===== src/hdl/lsp_pkg.sv =====
// shared types, widths and constants for the letterbox scaler and pixel packer
package lsp_pkg;

	localparam int unsigned SCALE_FRAC_BITS      = 16;
	localparam int unsigned DEF_MAX_IMAGE_PIXELS = 65536;

	localparam int unsigned COORD_W    = 12;
	localparam int unsigned DIM_W      = 13;
	localparam int unsigned SCALE_W    = 24;
	localparam int unsigned CH_W       = 8;
	localparam int unsigned RGB_W      = 3 * CH_W;
	localparam int unsigned PIX_W      = 32;
	localparam int unsigned OPT_W      = 5;
	localparam int unsigned GRP_W      = 10;
	localparam int unsigned LAYOUT_W   = 3 * GRP_W;
	localparam int unsigned CFG_IDX_W  = 3;
	localparam int unsigned CFG_DATA_W = 30;

	// fit ratio quotient, offsets and per pixel divider widths
	localparam int unsigned QW       = DIM_W + SCALE_FRAC_BITS;
	localparam int unsigned SAT_W    = (QW > SCALE_W) ? QW : SCALE_W;
	localparam int unsigned CNT_W    = $clog2(QW);
	localparam int unsigned PROD_W   = DIM_W + SCALE_W;
	localparam int unsigned SCALED_W = PROD_W - SCALE_FRAC_BITS;
	localparam int unsigned OFS_W    = SCALED_W + 2;
	localparam int unsigned DW       = OFS_W + 1;
	localparam int unsigned DD_W     = DW + SCALE_FRAC_BITS;
	localparam int unsigned QB       = DIM_W;
	localparam int unsigned RW       = SCALE_W + QB;
	localparam int unsigned IDX_W    = 2 * DIM_W;

	localparam logic [SCALE_W-1:0] SCALE_MAX = '1;

	localparam logic OP_LOAD   = 1'b0;
	localparam logic OP_RENDER = 1'b1;

	localparam logic [CFG_IDX_W-1:0] REG_SCREEN_W = 3'd0;
	localparam logic [CFG_IDX_W-1:0] REG_SCREEN_H = 3'd1;
	localparam logic [CFG_IDX_W-1:0] REG_IMAGE_W  = 3'd2;
	localparam logic [CFG_IDX_W-1:0] REG_IMAGE_H  = 3'd3;
	localparam logic [CFG_IDX_W-1:0] REG_SCALE    = 3'd4;
	localparam logic [CFG_IDX_W-1:0] REG_OPTIONS  = 3'd5;
	localparam logic [CFG_IDX_W-1:0] REG_LAYOUT   = 3'd6;

	localparam int unsigned OPT_WHITE = 0;
	// left or top, right or bottom
	localparam logic [1:0] ALIGN_NEAR = 2'd1;
	localparam logic [1:0] ALIGN_FAR  = 2'd2;

	typedef struct packed {
		logic               operation;
		logic [COORD_W-1:0] x_coord;
		logic [COORD_W-1:0] y_coord;
		logic [CH_W-1:0]    red;
		logic [CH_W-1:0]    green;
		logic [CH_W-1:0]    blue;
	} in_t;

	typedef struct packed {
		logic [PIX_W-1:0] pixel_value;
		logic             covered;
	} out_t;

	typedef struct packed {
		logic                busy;
		logic [DIM_W-1:0]    screen_w;
		logic [DIM_W-1:0]    screen_h;
		logic [DIM_W-1:0]    image_w;
		logic [DIM_W-1:0]    image_h;
		logic [SCALE_W-1:0]  user_scale;
		logic [SCALE_W-1:0]  scale;
		logic [OFS_W-1:0]    h_off;
		logic [OFS_W-1:0]    v_off;
		logic [OPT_W-1:0]    options;
		logic [LAYOUT_W-1:0] layout;
	} cfg_t;

	typedef struct packed {
		in_t           item;
		logic          in_scr;
		logic          neg_x;
		logic          neg_y;
		logic          ovf_x;
		logic          ovf_y;
		logic [QB-1:0] q_x;
		logic [QB-1:0] q_y;
	} map_res_t;

	// c*(2^w-1)/255 = c*k[w] + c*(2^(w%8)-1)/255
	typedef logic [31:0][SCALE_W-1:0] chan_k_t;

	function automatic chan_k_t build_chan_k();
		chan_k_t t;
		for (int w = 0; w < 32; w++) begin
			t[w] = SCALE_W'(((64'd1 << w) - (64'd1 << (w % 8))) / 64'd255);
		end
		return t;
	endfunction

	localparam chan_k_t CHAN_K = build_chan_k();

endpackage


===== src/hdl/lsp_map.sv =====
// screen to source coordinate mapping: offset subtract, then bit per stage division by the scale
module lsp_map (
	input  logic              clk,
	input  logic              arst_n,
	input  lsp_pkg::cfg_t     cfg,
	input  logic              in_valid,
	output logic              in_ready,
	input  lsp_pkg::in_t      in_data,
	output logic              res_valid,
	input  logic              res_ready,
	output lsp_pkg::map_res_t res
);
	import lsp_pkg::*;

	typedef struct packed {
		in_t           item;
		logic          in_scr;
		logic          neg_x;
		logic          neg_y;
		logic          ovf_x;
		logic          ovf_y;
		logic [RW-1:0] rem_x;
		logic [RW-1:0] rem_y;
		logic [QB-1:0] q_x;
		logic [QB-1:0] q_y;
	} map_pipe_t;

	logic          v_s1;
	in_t           item_s1;
	logic          in_scr_s1, neg_x_s1, neg_y_s1;
	logic [DW-1:0] mag_x_s1, mag_y_s1;

	// entry k holds the item after k quotient bits
	logic      vld_s2 [QB+1];
	map_pipe_t dp_s2  [QB+1];
	logic      adv_s2 [QB+1];
	logic      adv_s1;

	logic [DW-1:0]   dx, dy;
	logic [DD_W-1:0] dd_x, dd_y, lim;
	map_pipe_t       first;

	function automatic map_pipe_t div_step(map_pipe_t p, logic [SCALE_W-1:0] s, int b);
		map_pipe_t     n;
		logic [RW-1:0] sub;
		n   = p;
		sub = RW'(s) << b;
		if (p.rem_x >= sub) begin
			n.rem_x  = p.rem_x - sub;
			n.q_x[b] = 1'b1;
		end
		if (p.rem_y >= sub) begin
			n.rem_y  = p.rem_y - sub;
			n.q_y[b] = 1'b1;
		end
		return n;
	endfunction

	always_comb begin
		adv_s2[QB] = !vld_s2[QB] || res_ready;
		for (int k = QB - 1; k >= 0; k--) begin
			adv_s2[k] = !vld_s2[k] || adv_s2[k+1];
		end
		adv_s1 = !v_s1 || adv_s2[0];
	end

	assign in_ready = adv_s1;

	always_comb begin
		dx = DW'(in_data.x_coord) - {cfg.h_off[OFS_W-1], cfg.h_off};
		dy = DW'(in_data.y_coord) - {cfg.v_off[OFS_W-1], cfg.v_off};
	end

	always_ff @(posedge clk or negedge arst_n) begin
		if (!arst_n) begin
			v_s1 <= 1'b0;
		end else if (adv_s1) begin
			v_s1 <= in_valid;
		end
	end

	always_ff @(posedge clk) begin
		if (adv_s1 && in_valid) begin
			item_s1   <= in_data;
			in_scr_s1 <= (DIM_W'(in_data.x_coord) < cfg.screen_w) &&
				(DIM_W'(in_data.y_coord) < cfg.screen_h);
			neg_x_s1  <= dx[DW-1];
			neg_y_s1  <= dy[DW-1];
			mag_x_s1  <= dx[DW-1] ? DW'(0) - dx : dx;
			mag_y_s1  <= dy[DW-1] ? DW'(0) - dy : dy;
		end
	end

	// quotient of 2^QB or more can never land inside the image
	always_comb begin
		dd_x         = {mag_x_s1, {SCALE_FRAC_BITS{1'b0}}};
		dd_y         = {mag_y_s1, {SCALE_FRAC_BITS{1'b0}}};
		lim          = DD_W'(cfg.scale) << QB;
		first.item   = item_s1;
		first.in_scr = in_scr_s1;
		first.neg_x  = neg_x_s1;
		first.neg_y  = neg_y_s1;
		first.ovf_x  = dd_x >= lim;
		first.ovf_y  = dd_y >= lim;
		first.rem_x  = dd_x[RW-1:0];
		first.rem_y  = dd_y[RW-1:0];
		first.q_x    = '0;
		first.q_y    = '0;
	end

	always_ff @(posedge clk or negedge arst_n) begin
		if (!arst_n) begin
			vld_s2[0] <= 1'b0;
		end else if (adv_s2[0]) begin
			vld_s2[0] <= v_s1;
		end
	end

	always_ff @(posedge clk) begin
		if (adv_s2[0] && v_s1) begin
			dp_s2[0] <= first;
		end
	end

	for (genvar k = 1; k <= QB; k++) begin : g_div
		always_ff @(posedge clk or negedge arst_n) begin
			if (!arst_n) begin
				vld_s2[k] <= 1'b0;
			end else if (adv_s2[k]) begin
				vld_s2[k] <= vld_s2[k-1];
			end
		end

		always_ff @(posedge clk) begin
			if (adv_s2[k] && vld_s2[k-1]) begin
				dp_s2[k] <= div_step(dp_s2[k-1], cfg.scale, QB - k);
			end
		end
	end

	always_comb begin
		res_valid  = vld_s2[QB];
		res.item   = dp_s2[QB].item;
		res.in_scr = dp_s2[QB].in_scr;
		res.neg_x  = dp_s2[QB].neg_x;
		res.neg_y  = dp_s2[QB].neg_y;
		res.ovf_x  = dp_s2[QB].ovf_x;
		res.ovf_y  = dp_s2[QB].ovf_y;
		res.q_x    = dp_s2[QB].q_x;
		res.q_y    = dp_s2[QB].q_y;
	end

endmodule


===== config.mk =====
export PLATFORM = sky130hd
export DESIGN_NAME = lsp_map
export DESIGN_NICKNAME = d
export VERILOG_FILES = /design/src/hdl/lsp_pkg.sv /design/src/hdl/lsp_map.sv
export SDC_FILE = /design/constraint.sdc
export NUM_CORES = 2
export LEC_CHECK = 0
export ABC_AREA = 1
export BUFFER_PORTS_ARGS = -buffer_cell sky130_fd_sc_hd__buf_4
export CAP_MARGIN = 20
export CORE_ASPECT_RATIO = 1.2
export CORE_MARGIN = 5
export CORE_UTILIZATION = 55
export CTS_BUF_LIST = sky130_fd_sc_hd__clkbuf_8
export CTS_CLUSTER_SIZE = 10
export DETAILED_ROUTE_END_ITERATION = 12
export PLACE_DENSITY = 0.72
export SLEW_MARGIN = 20
export SYNTH_ARGS = -nofsm -noshare
export SYNTH_HDL_FRONTEND = slang
export SYNTH_SLANG_ARGS = --single-unit

===== constraint.sdc =====
create_clock -name clk -period 8.6 [get_ports clk]
set_input_delay 1.72 -clock clk [delete_from_list [all_inputs] [get_ports clk]]
set_output_delay 1.72 -clock clk [all_outputs]
set_load 0.01 [all_outputs]

==> results.py <==
metrics = {
    "status": {
        "status": "completed",
    },
    "final_layout": {
        "stdcell_area_sq_mm": 0.116,
        "nNetsFinal": 12600,
        "instances_no_fill": 14500,
        "drive_gt1_share_pct": 7.18,
        "final_cell_mix": "2446 x nand2_1, 1812 x edfxtp_1, 1284 x inv_1",
        "mostFrequentLayoutCell": "nand2_1",
        "final_util_pct": 60.5,
        "area_growth_pct": 9.37,
    },
    "placement": {
        "dpl.hpwl_microns": 224000,
        "io_buffers": 230,
        "place_inst": 13900,
        "place_area_sq_mm": 0.110,
        "gp_congestion": 0.991,
    },
    "clock_network": {
        "cts_sinks": 1827,
        "clkTransAtPathRegs_ps": 60,
        "cts_max_level": 5,
        "cts-root-buf": "clkbuf_8",
        "numCtsBuffers": 305,
        "cts-resized-gates": 0,
        "cts_tree": "yes",
        "postCtsSetupBuffers": 0,
        "cts-hold-fix-buffers": 0,
        "insertion_delay_ps": 1060,
        "cts_buffer_depth": 4,
    },
    "worst_setup_path": {
        "cp-start-kind": "input port",
        "timing.rr.start": "res_valid",
        "end_kind": "output port",
        "cp_max_fo": 4,
        "r2r_setup_slack_ps": 4920,
        "required_ps": 6880,
        "worstPathArrival_ps": 3890,
        "reg2reg_to": "first[110]",
        "r2r_cells": 16,
        "path_class": "input port to output port",
    },
    "yosys": {
        "ys.warnings.count": 0,
        "synth-xor-area-share_pct": 5.12,
        "synth_edf_count": 1812,
        "netlist_top_cells_area": "edfxtp_1 51%, nand2_1 8.7%, ha_1 8.3%, inv_1 4.4%, nor2_1 4.1%",
        "netlist_area_sq_mm": 0.106,
        "synth-simple-area-share_pct": 17.5,
        "ys_types": 66,
        "synthMuxAreaShare_pct": 0,
        "ys_ff_latch": 1827,
        "synth_compound_area_share_pct": 11.2,
        "synth_ff_type": "edfxtp_1",
        "async_flop_share_pct": 0.821,
        "syn_inst": 11300,
        "syn_area_per_cell_sq_um": 9.41,
        "ys_seq_area_share_pct": 51.6,
        "yosysTopAreaCellShare_pct": 51.3,
        "yosys.area_share.adder_pct": 8.76,
        "synth_top_family_by_area": "simple AND/OR/NAND/NOR gates",
        "synth.largest_area_cell": "edfxtp_1",
    },
    "die": {
        "die_area_sq_mm": 0.202,
        "die_h_microns": 491,
        "num_rows": 176,
        "fp.coreArea_sq_mm": 0.192,
        "dieWidth_microns": 411,
        "initial_core_util_pct": 55.3,
        "io_pins": 317,
    },
    "timing": {
        "worstMarginPinSlew_ps": 1110,
        "clock_skew_ps": 83.5,
        "min_period_ps": 5610,
        "setup_viol": 0,
        "tns_ps": 0,
        "grt_setup_unrepaired": "no",
        "slew_headroom_pct": 26.0,
        "finalHoldViolCount": 0,
        "post-route-period-util_pct": 65.2,
        "fmax_mhz": 178,
        "maxSlewViolCount": 0,
    },
    "global_route": {
        "antenna_found_initial": 8,
        "met2_usage_pct": 49.6,
        "grt_pass1_wl_microns": 453000,
        "grt.overflow.total": 0,
        "grtUsageMet1_pct": 36.6,
        "grtUsageTotal_pct": 29.0,
        "grt_max_degree": 113,
        "met3_usage_pct": 4.02,
        "grt_pass1_vias": 80100,
        "grt_busiest_layer": "met2",
    },
    "routing": {
        "first_pass_iters": 6,
        "viasPerCell": 5.63,
        "drt-total-wl_microns": 298000,
        "route.detailed.drc": 0,
        "drt-initial-drc-count": 6127,
        "via_count": 81400,
        "wire_per_inst_microns": 20.6,
        "antenna_left": 0,
    },
    "power": {
        "ir_drop_mv": 0.396,
        "p_leak_nw": 47.0,
        "power_mw": 38.0,
        "powerDensity_mw_per_mm2": 327,
    },
    "job": {
        "cap_violations": 0,
    },
    "hold_path": {
        "min_path_type": "flop to flop",
        "min_to": "dp_s2[1][133]",
        "worstHoldStart": "dp_s2[0][1211]",
        "holdPathStages": 0,
    },
}
==> worst max-delay path, stage by stage <==
cell	delay, ps
buf_4	120
nor2_4	160
nand4_2	150
nor2_2	200
nand2_2	110
nor2_2	190
nand2_1	130
nor2_2	180
nand2_2	90
nor2_2	200
nand2_2	100
nor2_2	200
nand3_2	150
buf_4	180
==> cells in the mapped netlist, types with 69 or more instances <==
cell,n
nand2_1,2446
edfxtp_1,1812
inv_1,1239
nor2_1,1161
a21oi_1,831
o21ai_0,744
ha_1,705
nand3_1,399
xnor2_1,326
xor2_1,294
nor3_1,156
nand4_1,138
o21ai_1,117
a21o_1,102
buf_4,102
a31oi_1,76
o21bai_1,69
==> stage by stage <==
stage                     setup WS, ps  hold slack [ps]
after global placement            2110              400
after CTS                         2970              355
final                             2990              370
after global routing              2730              361
after detailed placement          2120              405
after floorplan                    109              400
==> per-layer routing <==
layer  share of wire (%)  routed length (microns)
met1                  41                   123000
met2                  48                   144000
met3                 5.6                    16800
met4                 5.0                    14900
met5                   0                        0
==> flip-flops by register name, summed over array words and instances (netlist names) <==
signal / flops
v_s1: 1
neg_x_s1: 1
vld_s2: 13
mag_y_s1: 24
in_scr_s1: 1
dp_s2: 1712
mag_x_s1: 24
first: 49
neg_y_s1: 1
res_valid: 1
==> cell type report <==
type                            instances  area (sq um)
Clock buffer                          313          4310
Inverter                             1259          4760
Timing Repair Buffer                  294          2330
Fill cell                           16200         75700
Clock inverter                        205          1360
Sequential cell                      1827         54800
Antenna cell                            3          7.51
Multi-Input combinational cell       7985         45300
Tap cell                             2581          3230
==> power by group <==
part / internal (mW) / total [mW] / switching, mW / leakage (nW)
registers: 13.4 / 15.0 / 1.55 / 17.6
logic: 5.49 / 15.7 / 10.2 / 26.2
clock network: 3.91 / 7.32 / 3.41 / 3.14
==> how the worst max path moves through the flow <==
stage          startpoint       endpoint  depth (start not counted)  slack [ps]
2_1_floorplan   res_ready  dp_s2[1][311]                          4         110
3_3_place_gp      cfg[82]  dp_s2[0][822]                         13        2110
3_5_place_dp      cfg[82]  dp_s2[1][543]                         14        2120
4_1_cts         res_ready       in_ready                         14        2970
5_1_grt         res_ready       in_ready                         14        2730
6_report        res_ready       in_ready                         14        2990
==> kinds of logic after synthesis <==
group | count (synthesis)
XOR/XNOR | 620
AND/OR/NAND/NOR | 4501
AO/OA/AOI/OAI | 2133
flip-flops | 1827
buffers and inverters | 1472
other | 1
adder cells (fa/ha/maj) | 729
No activity file was read; power rests on OpenSTA's default activity.
