$ cat config.mk
export PLATFORM = sky130hd
export DESIGN_NAME = lsp_cfg
export DESIGN_NICKNAME = d
export VERILOG_FILES = /design/src/hdl/lsp_pkg.sv /design/src/hdl/lsp_cfg.sv
export SDC_FILE = /design/constraint.sdc
export NUM_CORES = 2
export LEC_CHECK = 0
export BUFFER_PORTS_ARGS = -buffer_cell sky130_fd_sc_hd__buf_2
export CAP_MARGIN = 20
export CORE_MARGIN = 10
export CORE_UTILIZATION = 45
export CTS_BUF_LIST = sky130_fd_sc_hd__clkbuf_4
export CTS_CLUSTER_SIZE = 40
export DETAILED_ROUTE_END_ITERATION = 6
export SYNTH_ARGS = -nofsm -noshare
export SYNTH_HDL_FRONTEND = slang
export SYNTH_SLANG_ARGS = --single-unit
$ cat constraint.sdc
create_clock -name clk -period 6.4 [get_ports clk]
set_input_delay 0.96 -clock clk [delete_from_list [all_inputs] [get_ports clk]]
set_output_delay 0.96 -clock clk [all_outputs]
set_load 0.05 [all_outputs]
$ cat src/hdl/lsp_pkg.sv
// shared types, widths and constants for the letterbox scaler and pixel packer
package lsp_pkg;

	localparam int unsigned SCALE_FRAC_BITS      = 16;
	localparam int unsigned DEF_MAX_IMAGE_PIXELS = 65536;

	localparam int unsigned COORD_W    = 12;
	localparam int unsigned DIM_W      = 13;
	localparam int unsigned SCALE_W    = 24;
	localparam int unsigned CH_W       = 8;
	localparam int unsigned RGB_W      = 3 * CH_W;
	localparam int unsigned PIX_W      = 32;
	localparam int unsigned OPT_W      = 5;
	localparam int unsigned GRP_W      = 10;
	localparam int unsigned LAYOUT_W   = 3 * GRP_W;
	localparam int unsigned CFG_IDX_W  = 3;
	localparam int unsigned CFG_DATA_W = 30;

	// fit ratio quotient, offsets and per pixel divider widths
	localparam int unsigned QW       = DIM_W + SCALE_FRAC_BITS;
	localparam int unsigned SAT_W    = (QW > SCALE_W) ? QW : SCALE_W;
	localparam int unsigned CNT_W    = $clog2(QW);
	localparam int unsigned PROD_W   = DIM_W + SCALE_W;
	localparam int unsigned SCALED_W = PROD_W - SCALE_FRAC_BITS;
	localparam int unsigned OFS_W    = SCALED_W + 2;
	localparam int unsigned DW       = OFS_W + 1;
	localparam int unsigned DD_W     = DW + SCALE_FRAC_BITS;
	localparam int unsigned QB       = DIM_W;
	localparam int unsigned RW       = SCALE_W + QB;
	localparam int unsigned IDX_W    = 2 * DIM_W;

	localparam logic [SCALE_W-1:0] SCALE_MAX = '1;

	localparam logic OP_LOAD   = 1'b0;
	localparam logic OP_RENDER = 1'b1;

	localparam logic [CFG_IDX_W-1:0] REG_SCREEN_W = 3'd0;
	localparam logic [CFG_IDX_W-1:0] REG_SCREEN_H = 3'd1;
	localparam logic [CFG_IDX_W-1:0] REG_IMAGE_W  = 3'd2;
	localparam logic [CFG_IDX_W-1:0] REG_IMAGE_H  = 3'd3;
	localparam logic [CFG_IDX_W-1:0] REG_SCALE    = 3'd4;
	localparam logic [CFG_IDX_W-1:0] REG_OPTIONS  = 3'd5;
	localparam logic [CFG_IDX_W-1:0] REG_LAYOUT   = 3'd6;

	localparam int unsigned OPT_WHITE = 0;
	// left or top, right or bottom
	localparam logic [1:0] ALIGN_NEAR = 2'd1;
	localparam logic [1:0] ALIGN_FAR  = 2'd2;

	typedef struct packed {
		logic               operation;
		logic [COORD_W-1:0] x_coord;
		logic [COORD_W-1:0] y_coord;
		logic [CH_W-1:0]    red;
		logic [CH_W-1:0]    green;
		logic [CH_W-1:0]    blue;
	} in_t;

	typedef struct packed {
		logic [PIX_W-1:0] pixel_value;
		logic             covered;
	} out_t;

	typedef struct packed {
		logic                busy;
		logic [DIM_W-1:0]    screen_w;
		logic [DIM_W-1:0]    screen_h;
		logic [DIM_W-1:0]    image_w;
		logic [DIM_W-1:0]    image_h;
		logic [SCALE_W-1:0]  user_scale;
		logic [SCALE_W-1:0]  scale;
		logic [OFS_W-1:0]    h_off;
		logic [OFS_W-1:0]    v_off;
		logic [OPT_W-1:0]    options;
		logic [LAYOUT_W-1:0] layout;
	} cfg_t;

	typedef struct packed {
		in_t           item;
		logic          in_scr;
		logic          neg_x;
		logic          neg_y;
		logic          ovf_x;
		logic          ovf_y;
		logic [QB-1:0] q_x;
		logic [QB-1:0] q_y;
	} map_res_t;

	// c*(2^w-1)/255 = c*k[w] + c*(2^(w%8)-1)/255
	typedef logic [31:0][SCALE_W-1:0] chan_k_t;

	function automatic chan_k_t build_chan_k();
		chan_k_t t;
		for (int w = 0; w < 32; w++) begin
			t[w] = SCALE_W'(((64'd1 << w) - (64'd1 << (w % 8))) / 64'd255);
		end
		return t;
	endfunction

	localparam chan_k_t CHAN_K = build_chan_k();

endpackage

$ cat src/hdl/lsp_cfg.sv
// configuration registers and serial derivation of scale and alignment offsets
module lsp_cfg (
	input  logic                           clk,
	input  logic                           arst_n,
	input  logic                           wr_en,
	input  logic [lsp_pkg::CFG_IDX_W-1:0]  index,
	input  logic [lsp_pkg::CFG_DATA_W-1:0] data,
	output lsp_pkg::cfg_t                  cfg
);
	import lsp_pkg::*;

	typedef enum logic [5:0] {
		ST_IDLE  = 6'b000001,
		ST_START = 6'b000010,
		ST_DIV   = 6'b000100,
		ST_SCALE = 6'b001000,
		ST_PROD  = 6'b010000,
		ST_OFS   = 6'b100000
	} state_t;

	state_t state_q;

	logic [DIM_W-1:0]    screen_w_q, screen_h_q, image_w_q, image_h_q;
	logic [SCALE_W-1:0]  user_scale_q;
	logic [OPT_W-1:0]    options_q;
	logic [LAYOUT_W-1:0] layout_q;

	logic [QW-1:0]      dvd_h_q, dvd_v_q;
	logic [DIM_W-1:0]   rem_h_q, rem_v_q;
	logic [CNT_W-1:0]   cnt_q;
	logic [SCALE_W-1:0] scale_q;
	logic [PROD_W-1:0]  prod_h_q, prod_v_q;
	logic [OFS_W-1:0]   h_off_q, v_off_q;

	logic [DIM_W:0]     trial_h, trial_v;
	logic               ge_h, ge_v;
	logic [DIM_W-1:0]   rem_h_nx, rem_v_nx;
	logic [SCALE_W-1:0] fit_h, fit_v, fit, eff;
	logic [OFS_W-1:0]   diff_h, diff_v;

	function automatic logic [OFS_W-1:0] align(logic [OFS_W-1:0] diff, logic [1:0] mode);
		logic [OFS_W-1:0] rnd;
		rnd = diff + OFS_W'(diff[OFS_W-1]);
		case (mode)
			ALIGN_NEAR: return '0;
			ALIGN_FAR:  return diff;
			default:    return {rnd[OFS_W-1], rnd[OFS_W-1:1]};
		endcase
	endfunction

	// one quotient bit per cycle for both fit ratios
	always_comb begin
		trial_h  = {rem_h_q, dvd_h_q[QW-1]};
		trial_v  = {rem_v_q, dvd_v_q[QW-1]};
		ge_h     = trial_h >= {1'b0, image_w_q};
		ge_v     = trial_v >= {1'b0, image_h_q};
		rem_h_nx = ge_h ? DIM_W'(trial_h - {1'b0, image_w_q}) : trial_h[DIM_W-1:0];
		rem_v_nx = ge_v ? DIM_W'(trial_v - {1'b0, image_h_q}) : trial_v[DIM_W-1:0];
		fit_h    = (SAT_W'(dvd_h_q) > SAT_W'(SCALE_MAX)) ? SCALE_MAX : SCALE_W'(dvd_h_q);
		fit_v    = (SAT_W'(dvd_v_q) > SAT_W'(SCALE_MAX)) ? SCALE_MAX : SCALE_W'(dvd_v_q);
		fit      = (fit_h < fit_v) ? fit_h : fit_v;
		eff      = (user_scale_q != '0) ? user_scale_q : fit;
		diff_h   = OFS_W'(screen_w_q) - OFS_W'(prod_h_q[PROD_W-1:SCALE_FRAC_BITS]);
		diff_v   = OFS_W'(screen_h_q) - OFS_W'(prod_v_q[PROD_W-1:SCALE_FRAC_BITS]);
	end

	always_ff @(posedge clk or negedge arst_n) begin
		if (!arst_n) begin
			screen_w_q   <= DIM_W'(1920);
			screen_h_q   <= DIM_W'(1080);
			image_w_q    <= DIM_W'(256);
			image_h_q    <= DIM_W'(256);
			user_scale_q <= '0;
			options_q    <= '0;
			layout_q     <= '0;
			state_q      <= ST_START;
		end else if (wr_en && index <= REG_LAYOUT) begin
			case (index)
				REG_SCREEN_W: screen_w_q   <= data[DIM_W-1:0];
				REG_SCREEN_H: screen_h_q   <= data[DIM_W-1:0];
				REG_IMAGE_W:  image_w_q    <= data[DIM_W-1:0];
				REG_IMAGE_H:  image_h_q    <= data[DIM_W-1:0];
				REG_SCALE:    user_scale_q <= data[SCALE_W-1:0];
				REG_OPTIONS:  options_q    <= data[OPT_W-1:0];
				default:      layout_q     <= data[LAYOUT_W-1:0];
			endcase
			state_q <= ST_START;
		end else begin
			case (state_q)
				ST_START: state_q <= ST_DIV;
				ST_DIV:   if (cnt_q == CNT_W'(QW - 1)) state_q <= ST_SCALE;
				ST_SCALE: state_q <= ST_PROD;
				ST_PROD:  state_q <= ST_OFS;
				ST_OFS:   state_q <= ST_IDLE;
				default:  state_q <= ST_IDLE;
			endcase
		end
	end

	always_ff @(posedge clk) begin
		case (state_q)
			ST_START: begin
				dvd_h_q <= {screen_w_q, {SCALE_FRAC_BITS{1'b0}}};
				dvd_v_q <= {screen_h_q, {SCALE_FRAC_BITS{1'b0}}};
				rem_h_q <= '0;
				rem_v_q <= '0;
				cnt_q   <= '0;
			end
			ST_DIV: begin
				dvd_h_q <= {dvd_h_q[QW-2:0], ge_h};
				dvd_v_q <= {dvd_v_q[QW-2:0], ge_v};
				rem_h_q <= rem_h_nx;
				rem_v_q <= rem_v_nx;
				cnt_q   <= cnt_q + 1'b1;
			end
			ST_SCALE: scale_q <= eff;
			ST_PROD: begin
				prod_h_q <= PROD_W'(image_w_q) * PROD_W'(scale_q);
				prod_v_q <= PROD_W'(image_h_q) * PROD_W'(scale_q);
			end
			ST_OFS: begin
				h_off_q <= align(diff_h, options_q[2:1]);
				v_off_q <= align(diff_v, options_q[4:3]);
			end
			default: ;
		endcase
	end

	always_comb begin
		cfg.busy       = state_q != ST_IDLE;
		cfg.screen_w   = screen_w_q;
		cfg.screen_h   = screen_h_q;
		cfg.image_w    = image_w_q;
		cfg.image_h    = image_h_q;
		cfg.user_scale = user_scale_q;
		cfg.scale      = scale_q;
		cfg.h_off      = h_off_q;
		cfg.v_off      = v_off_q;
		cfg.options    = options_q;
		cfg.layout     = layout_q;
	end

endmodule

==> qor.txt <==
drt pass-1 iters: 5
top fanout value on the critical path: 14
Post-synth ARST share: 37.0%
die height: 302 um
setup TNS: 0 ns
syn nets: 4496
Starting Density: 45.4%
run status: completed
R2R Setup Slk: 0.28 ns
layout cell share with drive strength beyond 1: 15.8%
Post-Synthesis Cell Area: 35800 um2
Layout area overhead: 11.7%
RR Startpoint: image_h_q[10]$_DFFE_PN0P_
clock latency at the later pin of the worst-skew pair: 0.89 ns
routability congestion estimate: 0.898
drt drc: 0
Critical Path AT: 6.67 ns
die area: 91400 um2
row count: 103
number of antenna violations at the first check in global routing: 6
ys flop type: edfxtp_1
post-route ant nets: 0
dpl hpwl: 76100 um
Crit. Startpoint: image_h_q[10]$_DFFE_PN0P_
Final Hold Fails: 0
Placed Cells: 4942
CORE AREA: 79000 um2
H-Tree Depth: 3
Slew headroom: 29.5%
pin count of the biggest net entering global routing: 62
Longest Clk Path Bufs: 3
Clock Pin Slew Worst Setup and Hold Paths: 0.07 ns
WL met3: 6290 um
Final setup viols: 0
CP Capture Type: register
CTS sink cnt: 316
number of port buffers: 217
Final min period: 6.12 ns
Min-Delay Path Class: in2async
Seq/Total Area, Yosys: 24.9%
drt total wl: 99300 um
met2 wire len: 47800 um
Min Hold Slack: 0.173 ns
critical path required time: 6.95 ns
cell type contributing the most total cell area after synthesis: fa_1
Highest Signal Layer: met4
FF-to-FF path depth: 18
top post-synthesis cells by count: 626 x inv_1, 549 x nand2_1, 486 x fa_1, 296 x and2_1, 237 x ha_1
Synth area leaders: fa_1 27%, edfxtp_1 17%, ha_1 8.3%
CTS Buf Count: 87
Worst-Margin Slew: 1.05 ns
Critical Setup Path Class: reg2reg
wire length on met1: 42800 um
Setup crit start kind: register
Avg Vias per Cell: 5.30
CTS tree: done
final net count: 4754
number of flops mapped to enable cells by yosys: 199
Root Driver: clkbuf_4
chip width: 302 um
total gr overflow: 0
1st-iter DRT viols: 1778
non-filler instance count after layout: 5124
utilization after layout: 50.7%
global-route wire length before repair: 160000 um
top cell type's share of synthesized area: 27.1%
Avg Inst Size Synth: 9.59 um2
reg-to-reg endpoint: prod_v_q[36]$_DFFE_PP_
Critical Path End: prod_v_q[36]$_DFFE_PP_
total track usage: 22.2%
Yosys reg bits: 316
vias in the first global route: 28400
# IOs: 218
Max-cap violations: 0
WL/cell: 19.4 um
pins over their slew limit: 0
top-count cell post-synth: inv_1
Final Skew: 0.0938 ns
cell count after synthesis: 3737
highest clock rate: 163 MHz
fin crit share: 95.6%
vias: 27100
# hold bufs at CTS: 0
Yosys cell types: 80
Yosys warnings: 0
-- registers in the layout (all words and copies together), names as in the netlist --
| name | count |
|---|---|
| image_w_q | 13 |
| dvd_h_q | 29 |
| layout_q | 30 |
| h_off_q | 22 |
| screen_h_q | 13 |
| user_scale_q | 24 |
| rem_h_q | 13 |
| scale_q | 24 |
| v_off_q | 22 |
| prod_h_q | 21 |
| prod_v_q | 21 |
| rem_v_q | 13 |
| screen_w_q | 13 |
| options_q | 5 |
| image_h_q | 13 |
| state_q | 6 |
| dvd_v_q | 29 |
| cnt_q | 5 |
-- logic make-up after synthesis --
family,count (synthesis),share of synthesized area [%]
simple gates,1282,17.7
compound gates,392,7.31
buf+inv,797,8.41
flops,316,24.9
fa+ha+maj,723,35.4
xor+xnor,109,2.66
mux,118,3.64
-- cell type report --
| type | count | area [um2] |
|---|---|---|
| diodes | 8 | 20.0 |
| clock buffers | 135 | 1010 |
| clock inverters | 25 | 131 |
| fillers | 7407 | 39000 |
| inverters | 626 | 2350 |
| multi-input cells | 2624 | 24000 |
| flip-flops and latches | 316 | 8930 |
| well taps | 1050 | 1310 |
| repair buffers | 340 | 2250 |
-- through the flow --
stage	cell area (um2)	setup slack (ns)
detailed placement	38700	-0.218
CTS	39900	0.0627
finish	40000	0.282
global placement	38700	-0.185
floorplan	35800	0.269
global route	40000	-0.00222
-- repair_timing --
| item | in CTS | in global routing |
|---|---|---|
| endpoints found under the setup margin | 4 | 19 |
| buffers inserted | 2 | 11 |
| pin swaps | 0 | 3 |
| resized for setup | 5 | 15 |
| hold endpoints to repair | 0 | 0 |
| gates cloned | 0 | 0 |
-- critical path, stage by stage, from the launching register on --
cell and delay [ns]:
dfrtp_1 0.76, buf_4 0.33, and2_1 0.16, fa_1 0.45
fa_1 0.53, fa_1 0.54, fa_1 0.56, inv_1 0.07
fa_1 0.53, inv_1 0.04, ha_1 0.30, a21o_1 0.18
a21o_1 0.17, a21oi_1 0.21, o21ai_0 0.18, a21o_1 0.21
a21oi_1 0.31, a31oi_2 0.16, xnor2_1 0.15
-- layer usage --
layer,global-route usage (%),up-vias
li1,-,12600
met1,29.5,13600
met2,36.8,744
met3,4.17,143
met4,6.01,0
met5,0,-
-- placed cells by master, fill, tap and decap left out, types with 99 or more instances in the layout --
cell	count
inv_1	626
nand2_1	549
fa_1	486
and2_1	296
ha_1	237
buf_2	216
edfxtp_1	199
clkbuf_4	135
nor2_1	131
buf_4	104
dfrtp_1	102
mux2_2	99
-- worst min-delay path by stage --
stage	from	endpoint	cells after the start
finish	arst_n	layout_q[25]$_DFFE_PN0P_	1
global route	arst_n	layout_q[20]$_DFFE_PN0P_	1
CTS	arst_n	layout_q[25]$_DFFE_PN0P_	1
detailed placement	layout_q[29]$_DFFE_PN0P_	layout_q[29]$_DFFE_PN0P_	1
global placement	layout_q[1]$_DFFE_PN0P_	layout_q[1]$_DFFE_PN0P_	1
floorplan	state_q[4]$_DFFE_PN0P_	state_q[4]$_DFFE_PN0P_	1
Power is not shown: default switching activity piles up to over one toggle a cycle in this logic, so the estimate is an artifact.
